===== src/hdl/dts_pkg.sv =====
// shared types, codes and keyword tables for the datalog token scanner
`default_nettype none

package dts_pkg;

  localparam int COUNT_WIDTH_DEF = 16;
  localparam int FIELD_W         = 16;
  localparam int FIFO_DEPTH      = 4;
  localparam int FIFO_PTR_W      = $clog2(FIFO_DEPTH);
  localparam int FIFO_CNT_W      = $clog2(FIFO_DEPTH + 1);

  typedef logic [3:0] kind_t;

  localparam kind_t KIND_COMMA     = 4'd0;
  localparam kind_t KIND_PERIOD    = 4'd1;
  localparam kind_t KIND_QMARK     = 4'd2;
  localparam kind_t KIND_LPAREN    = 4'd3;
  localparam kind_t KIND_RPAREN    = 4'd4;
  localparam kind_t KIND_COLON     = 4'd5;
  localparam kind_t KIND_COLONDASH = 4'd6;
  localparam kind_t KIND_SCHEMES   = 4'd7;
  localparam kind_t KIND_FACTS     = 4'd8;
  localparam kind_t KIND_RULES     = 4'd9;
  localparam kind_t KIND_QUERIES   = 4'd10;
  localparam kind_t KIND_ID        = 4'd11;
  localparam kind_t KIND_STRING    = 4'd12;
  localparam kind_t KIND_ERROR     = 4'd13;

  typedef enum logic [2:0] {
    MODE_IDLE,
    MODE_IDENT,
    MODE_STRING,
    MODE_COLON,
    MODE_COMMENT,
    MODE_HALT
  } mode_t;

  typedef enum logic [2:0] {
    KW_NONE,
    KW_SCHEMES,
    KW_FACTS,
    KW_RULES,
    KW_QUERIES
  } kw_t;

  localparam logic [7:0] CH_NUL    = 8'd0;
  localparam logic [7:0] CH_NL     = 8'd10;
  localparam logic [7:0] CH_TAB    = 8'd9;
  localparam logic [7:0] CH_CR     = 8'd13;
  localparam logic [7:0] CH_SPACE  = 8'd32;
  localparam logic [7:0] CH_COMMA  = 8'd44;
  localparam logic [7:0] CH_PERIOD = 8'd46;
  localparam logic [7:0] CH_QMARK  = 8'd63;
  localparam logic [7:0] CH_LPAREN = 8'd40;
  localparam logic [7:0] CH_RPAREN = 8'd41;
  localparam logic [7:0] CH_HASH   = 8'd35;
  localparam logic [7:0] CH_COLON  = 8'd58;
  localparam logic [7:0] CH_DASH   = 8'd45;
  localparam logic [7:0] CH_QUOTE  = 8'd39;

  // one result word
  typedef struct packed {
    kind_t              kind;
    logic [FIELD_W-1:0] line;
    logic [FIELD_W-1:0] col;
    logic [FIELD_W-1:0] len;
    logic               last;
  } token_t;

  // characters that must follow the first letter of each keyword
  function automatic logic [2:0] kw_tail_len(input kw_t kw);
    logic [2:0] n;
    case (kw)
      KW_SCHEMES: n = 3'd6;
      KW_FACTS:   n = 3'd4;
      KW_RULES:   n = 3'd4;
      KW_QUERIES: n = 3'd6;
      default:    n = 3'd0;
    endcase
    return n;
  endfunction

  function automatic logic [7:0] kw_tail_char(input kw_t kw, input logic [2:0] p);
    logic [7:0] c;
    c = CH_NUL;
    case (kw)
      KW_SCHEMES: begin
        case (p)
          3'd0:    c = "c";
          3'd1:    c = "h";
          3'd2:    c = "e";
          3'd3:    c = "m";
          3'd4:    c = "e";
          3'd5:    c = "s";
          default: c = CH_NUL;
        endcase
      end
      KW_FACTS: begin
        case (p)
          3'd0:    c = "a";
          3'd1:    c = "c";
          3'd2:    c = "t";
          3'd3:    c = "s";
          default: c = CH_NUL;
        endcase
      end
      KW_RULES: begin
        case (p)
          3'd0:    c = "u";
          3'd1:    c = "l";
          3'd2:    c = "e";
          3'd3:    c = "s";
          default: c = CH_NUL;
        endcase
      end
      KW_QUERIES: begin
        case (p)
          3'd0:    c = "u";
          3'd1:    c = "e";
          3'd2:    c = "r";
          3'd3:    c = "i";
          3'd4:    c = "e";
          3'd5:    c = "s";
          default: c = CH_NUL;
        endcase
      end
      default: c = CH_NUL;
    endcase
    return c;
  endfunction

endpackage

`default_nettype wire


===== src/hdl/dts_core.sv =====
// scanner state and per-byte token logic, up to two result words per step
`default_nettype none

module dts_core
  import dts_pkg::*;
#(
  parameter int COUNT_WIDTH = COUNT_WIDTH_DEF
) (
  input  wire logic       clk,
  input  wire logic       rst,
  input  wire logic       step,
  input  wire logic [7:0] in_byte,
  input  wire logic       end_of_input,
  output logic [1:0]      res_cnt,
  output token_t          res0,
  output token_t          res1
);

  localparam logic [COUNT_WIDTH-1:0] ONE = COUNT_WIDTH'(1);

  mode_t                  mode, mode_next;
  logic [COUNT_WIDTH-1:0] line_count, line_count_next;
  logic [COUNT_WIDTH-1:0] column_count, column_count_next;
  logic [COUNT_WIDTH-1:0] token_start, token_start_next;
  logic [COUNT_WIDTH-1:0] token_len, token_len_next;
  kw_t                    kw_cand, kw_cand_next;
  logic                   kw_match, kw_match_next;

  logic                   pre_v, st_v, rescan, is_nl;
  token_t                 pre_tok, st_tok;
  kind_t                  id_kind;
  logic [COUNT_WIDTH-1:0] kw_pos;
  logic                   kw_miss;

  function automatic logic [COUNT_WIDTH-1:0] sat_inc(input logic [COUNT_WIDTH-1:0] v);
    return (&v) ? v : v + ONE;
  endfunction

  function automatic logic is_alpha(input logic [7:0] c);
    return (c >= "a" && c <= "z") || (c >= "A" && c <= "Z");
  endfunction

  function automatic logic is_alnum(input logic [7:0] c);
    return is_alpha(c) || (c >= "0" && c <= "9");
  endfunction

  function automatic token_t mk_tok(input kind_t k, input logic [COUNT_WIDTH-1:0] ln,
                                    input logic [COUNT_WIDTH-1:0] c,
                                    input logic [COUNT_WIDTH-1:0] n);
    token_t t;
    t.kind = k;
    t.line = FIELD_W'(ln);
    t.col  = FIELD_W'(c);
    t.len  = FIELD_W'(n);
    t.last = 1'b0;
    return t;
  endfunction

  // whole-word keyword check for the identifier being closed
  always_comb begin
    id_kind = KIND_ID;
    if (kw_cand != KW_NONE && kw_match &&
        token_len == COUNT_WIDTH'(kw_tail_len(kw_cand)) + ONE) begin
      case (kw_cand)
        KW_SCHEMES: id_kind = KIND_SCHEMES;
        KW_FACTS:   id_kind = KIND_FACTS;
        KW_RULES:   id_kind = KIND_RULES;
        KW_QUERIES: id_kind = KIND_QUERIES;
        default:    id_kind = KIND_ID;
      endcase
    end
  end

  assign kw_pos  = token_len - ONE;
  assign kw_miss = (kw_pos >= COUNT_WIDTH'(kw_tail_len(kw_cand))) ||
                   (kw_tail_char(kw_cand, kw_pos[2:0]) != in_byte);
  assign is_nl   = (in_byte == CH_NL);

  always_comb begin
    mode_next         = mode;
    line_count_next   = line_count;
    column_count_next = column_count;
    token_start_next  = token_start;
    token_len_next    = token_len;
    kw_cand_next      = kw_cand;
    kw_match_next     = kw_match;
    pre_v             = 1'b0;
    st_v              = 1'b0;
    rescan            = 1'b0;
    pre_tok           = mk_tok(KIND_ID, line_count, token_start, token_len);
    st_tok            = mk_tok(KIND_ERROR, line_count, column_count, '0);

    if (mode == MODE_HALT) begin
      mode_next = MODE_HALT;
    end else if (end_of_input) begin
      case (mode)
        MODE_IDENT: begin
          pre_v   = 1'b1;
          pre_tok = mk_tok(id_kind, line_count, token_start, token_len);
        end
        MODE_COLON: begin
          pre_v   = 1'b1;
          pre_tok = mk_tok(KIND_COLON, line_count, token_start, ONE);
        end
        MODE_STRING: begin
          pre_v   = 1'b1;
          pre_tok = mk_tok(KIND_ERROR, line_count, token_start, '0);
        end
        default: pre_v = 1'b0;
      endcase
      if (mode == MODE_STRING) begin
        mode_next = MODE_HALT;
      end else begin
        // ready for a fresh document
        mode_next         = MODE_IDLE;
        line_count_next   = ONE;
        column_count_next = '0;
        token_start_next  = '0;
        token_len_next    = '0;
        kw_cand_next      = KW_NONE;
        kw_match_next     = 1'b0;
      end
    end else begin
      case (mode)
        MODE_COMMENT: begin
          if (is_nl) mode_next = MODE_IDLE;
        end
        MODE_STRING: begin
          if (in_byte == CH_QUOTE) begin
            pre_v     = 1'b1;
            pre_tok   = mk_tok(KIND_STRING, line_count, token_start, token_len);
            mode_next = MODE_IDLE;
          end else if (is_nl || in_byte == CH_NUL) begin
            pre_v     = 1'b1;
            pre_tok   = mk_tok(KIND_ERROR, line_count, token_start, '0);
            mode_next = MODE_HALT;
          end else begin
            token_len_next = sat_inc(token_len);
          end
        end
        MODE_IDENT: begin
          if (is_alnum(in_byte)) begin
            if (kw_match && kw_cand != KW_NONE && kw_miss) kw_match_next = 1'b0;
            token_len_next = sat_inc(token_len);
          end else begin
            pre_v     = 1'b1;
            pre_tok   = mk_tok(id_kind, line_count, token_start, token_len);
            mode_next = MODE_IDLE;
            rescan    = 1'b1;
          end
        end
        MODE_COLON: begin
          pre_v     = 1'b1;
          mode_next = MODE_IDLE;
          if (in_byte == CH_DASH) begin
            pre_tok = mk_tok(KIND_COLONDASH, line_count, token_start, COUNT_WIDTH'(2));
          end else begin
            pre_tok = mk_tok(KIND_COLON, line_count, token_start, ONE);
            rescan  = 1'b1;
          end
        end
        default: rescan = 1'b1;
      endcase

      // byte starts something new
      if (rescan && !is_nl) begin
        case (in_byte)
          CH_COMMA: begin
            st_v = 1'b1; st_tok = mk_tok(KIND_COMMA, line_count, column_count, ONE);
          end
          CH_PERIOD: begin
            st_v = 1'b1; st_tok = mk_tok(KIND_PERIOD, line_count, column_count, ONE);
          end
          CH_QMARK: begin
            st_v = 1'b1; st_tok = mk_tok(KIND_QMARK, line_count, column_count, ONE);
          end
          CH_LPAREN: begin
            st_v = 1'b1; st_tok = mk_tok(KIND_LPAREN, line_count, column_count, ONE);
          end
          CH_RPAREN: begin
            st_v = 1'b1; st_tok = mk_tok(KIND_RPAREN, line_count, column_count, ONE);
          end
          CH_HASH: mode_next = MODE_COMMENT;
          CH_COLON: begin
            mode_next        = MODE_COLON;
            token_start_next = column_count;
          end
          CH_QUOTE: begin
            mode_next        = MODE_STRING;
            token_start_next = column_count;
            token_len_next   = '0;
          end
          default: begin
            if (in_byte == CH_NUL || in_byte == CH_SPACE ||
                (in_byte >= CH_TAB && in_byte <= CH_CR)) begin
              mode_next = mode_next;
            end else if (is_alpha(in_byte)) begin
              mode_next        = MODE_IDENT;
              token_start_next = column_count;
              token_len_next   = ONE;
              case (in_byte)
                "S":     kw_cand_next = KW_SCHEMES;
                "F":     kw_cand_next = KW_FACTS;
                "R":     kw_cand_next = KW_RULES;
                "Q":     kw_cand_next = KW_QUERIES;
                default: kw_cand_next = KW_NONE;
              endcase
              kw_match_next = (kw_cand_next != KW_NONE);
            end else begin
              st_v      = 1'b1;
              mode_next = MODE_HALT;
            end
          end
        endcase
      end

      if (is_nl && mode_next != MODE_HALT) begin
        line_count_next   = sat_inc(line_count);
        column_count_next = '0;
      end else begin
        column_count_next = sat_inc(column_count);
      end
    end
  end

  always_comb begin
    res_cnt = {1'b0, pre_v} + {1'b0, st_v};
    res0    = pre_v ? pre_tok : st_tok;
    res1    = st_tok;
    res0.last = (res_cnt == 2'd1);
    res1.last = 1'b1;
  end

  always_ff @(posedge clk) begin
    if (rst) begin
      mode         <= MODE_IDLE;
      line_count   <= ONE;
      column_count <= '0;
      token_start  <= '0;
      token_len    <= '0;
      kw_cand      <= KW_NONE;
      kw_match     <= 1'b0;
    end else if (step) begin
      mode         <= mode_next;
      line_count   <= line_count_next;
      column_count <= column_count_next;
      token_start  <= token_start_next;
      token_len    <= token_len_next;
      kw_cand      <= kw_cand_next;
      kw_match     <= kw_match_next;
    end
  end

  a_halt_silent: assert property (@(posedge clk) disable iff (rst)
    mode == MODE_HALT |-> res_cnt == 2'd0 && mode_next == MODE_HALT)
    else $error("scanner produced output after halt");

  a_line_nonzero: assert property (@(posedge clk) disable iff (rst)
    line_count != '0)
    else $error("line counter reached zero");

  a_match_has_cand: assert property (@(posedge clk) disable iff (rst)
    kw_match |-> kw_cand != KW_NONE)
    else $error("keyword match flag set without a candidate");

endmodule

`default_nettype wire


===== src/hdl/dts_out_fifo.sv =====
// small result queue: takes up to two words a cycle, gives one while it holds a word and out_ready is high
`default_nettype none

module dts_out_fifo
  import dts_pkg::*;
(
  input  wire logic       clk,
  input  wire logic       rst,
  input  wire logic [1:0] push_cnt,
  input  wire token_t     push0,
  input  wire token_t     push1,
  output logic            room2,
  output logic            out_valid,
  input  wire logic       out_ready,
  output token_t          out_word
);

  token_t                entry [FIFO_DEPTH];
  logic [FIFO_PTR_W-1:0] wr_ptr, rd_ptr;
  logic [FIFO_CNT_W-1:0] count;
  logic                  pop;
  logic [FIFO_PTR_W-1:0] wr_ptr1;

  assign pop       = out_valid && out_ready;
  assign out_valid = (count != '0);
  assign out_word  = entry[rd_ptr];
  assign wr_ptr1   = wr_ptr + FIFO_PTR_W'(1);
  // two free slots once this cycle's pop is counted
  assign room2     = (count - FIFO_CNT_W'(pop)) <= FIFO_CNT_W'(FIFO_DEPTH - 2);

  always_ff @(posedge clk) begin
    if (push_cnt != 2'd0) entry[wr_ptr] <= push0;
    if (push_cnt == 2'd2) entry[wr_ptr1] <= push1;
  end

  always_ff @(posedge clk) begin
    if (rst) begin
      wr_ptr <= '0;
      rd_ptr <= '0;
      count  <= '0;
    end else begin
      wr_ptr <= wr_ptr + FIFO_PTR_W'(push_cnt);
      if (pop) rd_ptr <= rd_ptr + FIFO_PTR_W'(1);
      count  <= count + FIFO_CNT_W'(push_cnt) - FIFO_CNT_W'(pop);
    end
  end

  a_no_overflow: assert property (@(posedge clk) disable iff (rst)
    push_cnt != 2'd0 |-> room2)
    else $error("result queue overflow");

  a_count_bound: assert property (@(posedge clk) disable iff (rst)
    count <= FIFO_CNT_W'(FIFO_DEPTH))
    else $error("result queue count out of range");

endmodule

`default_nettype wire


===== src/hdl/datalog_token_scanner.sv =====
// top level of the datalog token scanner: input register, scanner, result queue
// an accepted input word is held in the input register; its results are registered in the queue
// throughput: one input word per cycle while the queue has room for two words; an input
// giving two results needs more output drain, since the queue sends at most one word per cycle
// reset: synchronous, clears scanner state to line 1 column 0 and empties the queue
`default_nettype none

module datalog_token_scanner
  import dts_pkg::*;
#(
  parameter int COUNT_WIDTH = COUNT_WIDTH_DEF
) (
  input  wire logic        clk,
  input  wire logic        rst,
  input  wire logic        s_axis_tvalid,
  output logic             s_axis_tready,
  input  wire logic [7:0]  s_axis_tdata,   // [7:0] in_byte
  input  wire logic        s_axis_tuser,   // [0] end_of_input
  output logic             m_axis_tvalid,
  input  wire logic        m_axis_tready,
  output logic [47:0]      m_axis_tdata,   // [15:0] line_number, [31:16] start_column,
                                           // [47:32] token_length
  output logic [3:0]       m_axis_tuser,   // [3:0] token_kind
  output logic             m_axis_tlast    // last_of_run
);

  logic       in_v;
  logic [7:0] in_byte;
  logic       in_eoi;
  logic       step;
  logic       room2;
  logic [1:0] res_cnt;
  logic [1:0] push_cnt;
  token_t     res0, res1, out_word;

  assign step          = in_v && room2;
  assign s_axis_tready = !in_v || step;
  assign push_cnt      = step ? res_cnt : 2'd0;

  always_ff @(posedge clk) begin
    if (rst) begin
      in_v <= 1'b0;
    end else if (s_axis_tvalid && s_axis_tready) begin
      in_v <= 1'b1;
    end else if (step) begin
      in_v <= 1'b0;
    end
  end

  always_ff @(posedge clk) begin
    if (s_axis_tvalid && s_axis_tready) begin
      in_byte <= s_axis_tdata;
      in_eoi  <= s_axis_tuser;
    end
  end

  dts_core #(
    .COUNT_WIDTH (COUNT_WIDTH)
  ) u_core (
    .clk          (clk),
    .rst          (rst),
    .step         (step),
    .in_byte      (in_byte),
    .end_of_input (in_eoi),
    .res_cnt      (res_cnt),
    .res0         (res0),
    .res1         (res1)
  );

  dts_out_fifo u_fifo (
    .clk       (clk),
    .rst       (rst),
    .push_cnt  (push_cnt),
    .push0     (res0),
    .push1     (res1),
    .room2     (room2),
    .out_valid (m_axis_tvalid),
    .out_ready (m_axis_tready),
    .out_word  (out_word)
  );

  assign m_axis_tdata = {out_word.len, out_word.col, out_word.line};
  assign m_axis_tuser = out_word.kind;
  assign m_axis_tlast = out_word.last;

  a_word_held: assert property (@(posedge clk) disable iff (rst)
    in_v && !step |=> in_v && $stable(in_byte) && $stable(in_eoi))
    else $error("pending input word lost while stalled");

endmodule

`default_nettype wire


===== config.mk =====
export PLATFORM = sky130hd
export DESIGN_NAME = datalog_token_scanner
export DESIGN_NICKNAME = d
export VERILOG_FILES = /design/src/hdl/dts_pkg.sv /design/src/hdl/dts_core.sv /design/src/hdl/dts_out_fifo.sv /design/src/hdl/datalog_token_scanner.sv
export SDC_FILE = /design/constraint.sdc
export NUM_CORES = 1
export LEC_CHECK = 0
export BUFFER_PORTS_ARGS = -buffer_cell sky130_fd_sc_hd__buf_2
export CORE_MARGIN = 2
export CORE_UTILIZATION = 40
export DETAILED_ROUTE_END_ITERATION = 12
export HOLD_SLACK_MARGIN = 0.06
export SLEW_MARGIN = 25
export SYNTH_ARGS = -nofsm -noshare
export SYNTH_HDL_FRONTEND = slang
export SYNTH_SLANG_ARGS = --single-unit

===== constraint.sdc =====
create_clock -name clk -period 7.2 [get_ports clk]
set_input_delay 0.36 -clock clk [delete_from_list [all_inputs] [get_ports clk]]
set_output_delay 0.36 -clock clk [all_outputs]
set_load 0.05 [all_outputs]

Yosys cells after proc, flatten, opt, wreduce, memory -nomap -nowiden. Memories as Yosys holds them, arrays and structs flattened. A register that Yosys moved wholly into a read port is not among the register bits. Index checks and enable logic that the tools add are counted.

Multipliers: 0. Div/mod/pow operators: 0. Bitwise operators: 1. Add/subtract/negate cells: 12. Reductions and logical operators: 52. Equal/unequal tests: 41. Shift operators: 0. Magnitude comparators: 10. Mux-type cells: 106.

Operators by type and width (count): $mux 53 (8); $mux 16 (20); $pmux 53 s3 (2); $pmux 53 s5 (1); $pmux 16 s2 (3); $eq 8x6->1 const B (10); $mux 3 (24); $pmux 7 s5 (2); $pmux 7 s4 (2); $mux 52 (1); $mux 51 (1); $add 16x1->16 const B (3); $reduce_and 16->1 (3); $pmux 3 s4 (3); $eq 8x7->1 const B (4); $pmux 8 s4 (1); $mux 1 (29); $eq 3x2->1 const B (6); $eq 16x16->1 (1); $ge 16x3->1 (1); $ge 8x7->1 const B (2); $le 8x7->1 const B (2); $pmux 4 s4 (1); $sub 16x1->16 const B (1); other kinds (44) (91).

Bits in latches: 0. Register bits after elaboration: 88. RAM bits: 212. Input bits: 13. Memories kept: 1. Bits in read-only memories: 0. Output and inout port bits: 55. Word-level logic and storage cells: 236.

Memories: u_fifo.entry (words 4, bits a word 53, read ports 1, clocked after Yosys merged registers in 1, write ports 2, line dts_out_fifo.sv:18) `token_t entry [FIFO_DEPTH];`.

Longest topological paths before layout.
Depth in word-level cells: 18. Depth in mapped cells: 19. Mapped depth without buffers: 14.

Hierarchy. A second synthesis with hierarchy kept.

Cells, all modules: 1382. Area, all modules: 17072.6 µm².

By module, submodules not included: dts_out_fifo (seq. area each 6546.3 µm², cells an instance 570, times used 1, area each 10919.2 µm²); dts_core (seq. area each 1421.4 µm², cells an instance 795, times used 1, area each 5805.6 µm²); datalog_token_scanner (seq. area each 290.3 µm², cells an instance 17, times used 1, area each 347.8 µm²).

Worst setup path after synthesis. OpenSTA, ideal clock, no wires.

Path kind: reg-to-reg. From: register in_byte[0]. To: memory u_fifo.entry[3][17] (netlist name), enable pin. Required time: 6787 ps. Arrival time: 4735 ps. Stages on the path, launching flop included: 18. Library setup time: 413 ps. Period minus slack after synthesis: 5148 ps. Path slack: 2052 ps. Path buffers: 7. Cell sequence: edfxtp_1 -> clkbuf_1 -> nor2_1 -> and3_1 -> clkbuf_1 -> o41ai_1 -> a211o_1 -> buf_2 -> clkinv_1 -> ha_1 -> clkbuf_1 -> o21ai_1 -> or2_2 -> clkbuf_1 -> and2_1 -> clkbuf_1 -> inv_1 -> clkbuf_1.

RTL lines: from (decl) (line datalog_token_scanner.sv:28) `logic [7:0] in_byte;`; from (signal assigned) (line datalog_token_scanner.sv:52) `in_byte <= s_axis_tdata;`; to (decl) (line dts_out_fifo.sv:18).

==> summary.md <==
| Metric | Value |
|---|---|
| Number of global-route vias before repair | around 12000 |
| Worst-Skew Late Latency | about 0.53 ns |
| Count leader, synth | edfxtp_1 |
| Clock slew at reported path FFs | roughly 0.06 ns |
| Tot GR Track Use | 0.206 |
| Psw | between 1.5 and 2 mW |
| Rel. slew slack | 0.374 |
| # setup viols final | 0 |
| Largest net degree at the start of global routing | 57 |
| Worst VDD drop | roughly 0.00022 V |
| Mean cell area of the mapped netlist | approximately 11 sq um |
| Highest clock rate | roughly 0.18 GHz |
| Post-synthesis sequential area ratio | 0.490 |
| Ys flop type | edfxtp_1 |
| Status | finished clean |
| Drt drc | 0 |
| Hold slack | 0.325 ns |
| PortBufs | 67 |
| Tmin final | 5.63 ns |
| Layout cells sized above 1 | 0.166 |
| # H-tree levels | 2 |
| Critical Path RT | between 7 and 8 ns |
| Area growth syn-to-layout | 12.6% |
| Setup WS pre-CTS | around 1.4 ns |
| Hold crit path type | in2reg |
| First DRT Iteration DRCs | 952 |
| Switch share | 0.351 |
| Inserted Clock Buffers | 35 |
| Fin nets | between 1000 and 1500 |
| First-pass GRT wire length | around 66000 microns |
| FF+latch count, synth | between 300 and 400 |
| Post-Synthesis Cells | ~1400 |
| Post-CTS setup buffers | 0 |
| Leak Pwr | just under 6 nW |
| DR vias/cell | 6.00 |
| Worst hold path stage count | 4 |
| CORE AREA | 38500 sq um |
| Critical Path Start Type | flip-flop |
| Synth top cells by count | edfxtp_1 (157), dfxtp_1 (145), clkbuf_1 (100), nor2_1 (79), a22o_1 (69) |
| Synth area leaders | edfxtp_1 (30%), dfxtp_1 (19%), mux4_2 (7.7%) |
| Total die area | ~40000 sq um |
| Setup TNS | 0 ns |
| Clock Skew | between 0.01 and 0.015 ns |
| Routability cong. | 0.892 |
| Initial antenna violation count | 0 |
| Drt wl/cell | about 21 microns |
| Clk root buf | clkbuf_16 |
| Fin. max-slew vios | 0 |
| Hpwl dp | 27100 microns |
| Worst-case clock buffer depth | 3 |
| Total iterations of the first detailed-routing run | 5 |
| Post-synthesis cell area | ~16000 sq um |
| Gate power share | 0.275 |
| Worst Reg-to-Reg Cells | 13 |
| Final hold violations | 0 |
| TritonCTS clock tree | built |
| Max_cap viols | 0 |
| Die W | approximately 200 microns |
| Routed WL | 41800 microns |
| Yosys warns | 0 |
| Synth top area share | 0.304 |
| Critical Path Start | in_byte[1] |
| Placement row count | 72 |
| Dominant cell type by area after synthesis | edfxtp_1 |
| Asr flop ratio synth | 0 |
| P per Cell Area | ~300 nW/um^2 |
| Via count | 11800 |
| Routed Antenna Nets | 0 |
| Hold wc startpoint | m_axis_tready |
| Number of synthesized flops with an enable pin | 157 |
| Final worst slack | ~1.6 ns |
| Mapped Nets | 1438 |
| # IOs | between 60 and 70 |
| Unrepaired setup endpoints after global routing | false |
| Worst-margin pin slew | approximately 0.94 ns |
| Critical path capture point type | flip-flop |
| Total internal power | roughly 3.4 mW |
| Worst endpoint data arrival time | ~6 ns |
| Post-route clock period utilization | 0.782 |
| Yosys cell types | 87 |
| Sink Count | 302 |
| Setup CP Type | reg2reg |
| Clk pwr share | 0.342 |
| Starting density of the core | 0.404 |
| Crit path max fanout | 25 |
| Global route overflow | 0 |
| Hold buffers post-CTS | 10 |
| Die Y | roughly 200 microns |
| Post-cts sizing count | 0 |
| Worst r2r src | in_byte[1] |
| Sequential share of power | 0.383 |
## cell type report
cell class              instances  area, sq um
well taps                     518          648
flip-flops and latches        302         7620
inverters                      42          160
fillers                      3594        21000
clock inverters                18          190
multi-input cells             931         7230
clock buffers                  44          950
repair buffers                110          691
diodes                          1         2.50
## critical path: stages, from the launching register on
cell and delay [ns]:
edfxtp_1 0.88, nor2_1 0.19, and4_1 0.33, o21ai_1 0.40, nor3b_1 0.25, a211o_1 0.34, clkinv_1 0.36, ha_1 0.48
o21ai_1 0.48, nor2_1 0.10, buf_4 0.22, a21oi_2 0.15, clkinv_1 0.63, buf_4 0.52
## stage by stage
stage          area, sq um   util  power (mW)  std cells
6_report             17500  0.455        5.20       1966
5_1_grt              17500  0.455        5.41       1965
4_1_cts              17500  0.454        5.24       1964
3_5_place_dp         16200  0.422        3.45       1892
3_3_place_gp         16200  0.422        3.44       1892
2_1_floorplan        15500      -        3.10       1408
## path summary, 6_finish.rpt
check | to | slack [ns]
setup / recovery | u_fifo.entry[2][18] | 1.57
hold / removal | flip-flop | 0.32
setup reg to reg | u_fifo.entry[2][18] | 1.57
hold reg to reg | u_core.line_count[5] | 0.46
## layer usage
| layer | up-vias | track usage | share of wire |
|---|---|---|---|
| met5 | - | 0 | 0 |
| met1 | 5889 | 0.271 | 0.44 |
| met3 | 75 | 0.0295 | 0.047 |
| met2 | 317 | 0.350 | 0.49 |
| met4 | 0 | 0.0688 | 0.029 |
| li1 | 5519 | - | - |
## cells in the final DEF (no fill, tap or decap), types with 12 or more instances in the layout
master     netlist  layout
a31oi_1         13      12
and2_1          44      43
a22o_1          69      69
o22ai_1         21      21
o211ai_1        20      20
nor2b_1         48      47
buf_4            0      32
inv_1           39      35
a32o_1          56      56
nand2_1         61      61
clkbuf_16        0      35
o31ai_1         21      20
and3_1          14      14
edfxtp_1       157     157
ha_1            16      16
nand3_1         34      34
nor3_1          16      15
buf_2           17      67
nor2_1          79      79
mux4_2          53      53
xnor2_1         17      17
dfxtp_1        145     143
nand4_1         18      18
or4_1           15      15
mux2i_1         22      22
o21ai_0         52      52
a21oi_1         65      64
## state kept, by name (all words and copies together), names as in the netlist, 2 cells and up, named ones only
name                 cells
in_byte                  8
u_core.column_count     16
u_core.mode              3
u_core.token_len        16
u_fifo.wr_ptr            2
u_core.token_start      16
u_core.kw_cand           3
u_fifo.entry           212
u_core.line_count       16
u_fifo.count             3
u_fifo.rd_ptr            2
## logic make-up after synthesis
family / Yosys count / share of synthesized area
xor+xnor: 21 / 0.0118
flops: 302 / 0.490
simple gates: 396 / 0.140
mux: 76 / 0.0919
compound gates: 421 / 0.205
fa+ha+maj: 17 / 0.0142
buf+inv: 175 / 0.0466
## power by group through the flow
stage          clock network (mW)  registers (mW)  logic [mW]
2_1_floorplan                   0            1.95        1.15
3_3_place_gp                    0            2.02        1.42
3_5_place_dp                    0            2.03        1.43
4_1_cts                      1.82            1.99        1.44
5_1_grt                      1.88            2.00        1.53
6_report                     1.78            1.99        1.43
Note: power is estimated with default switching activity, not from simulation.
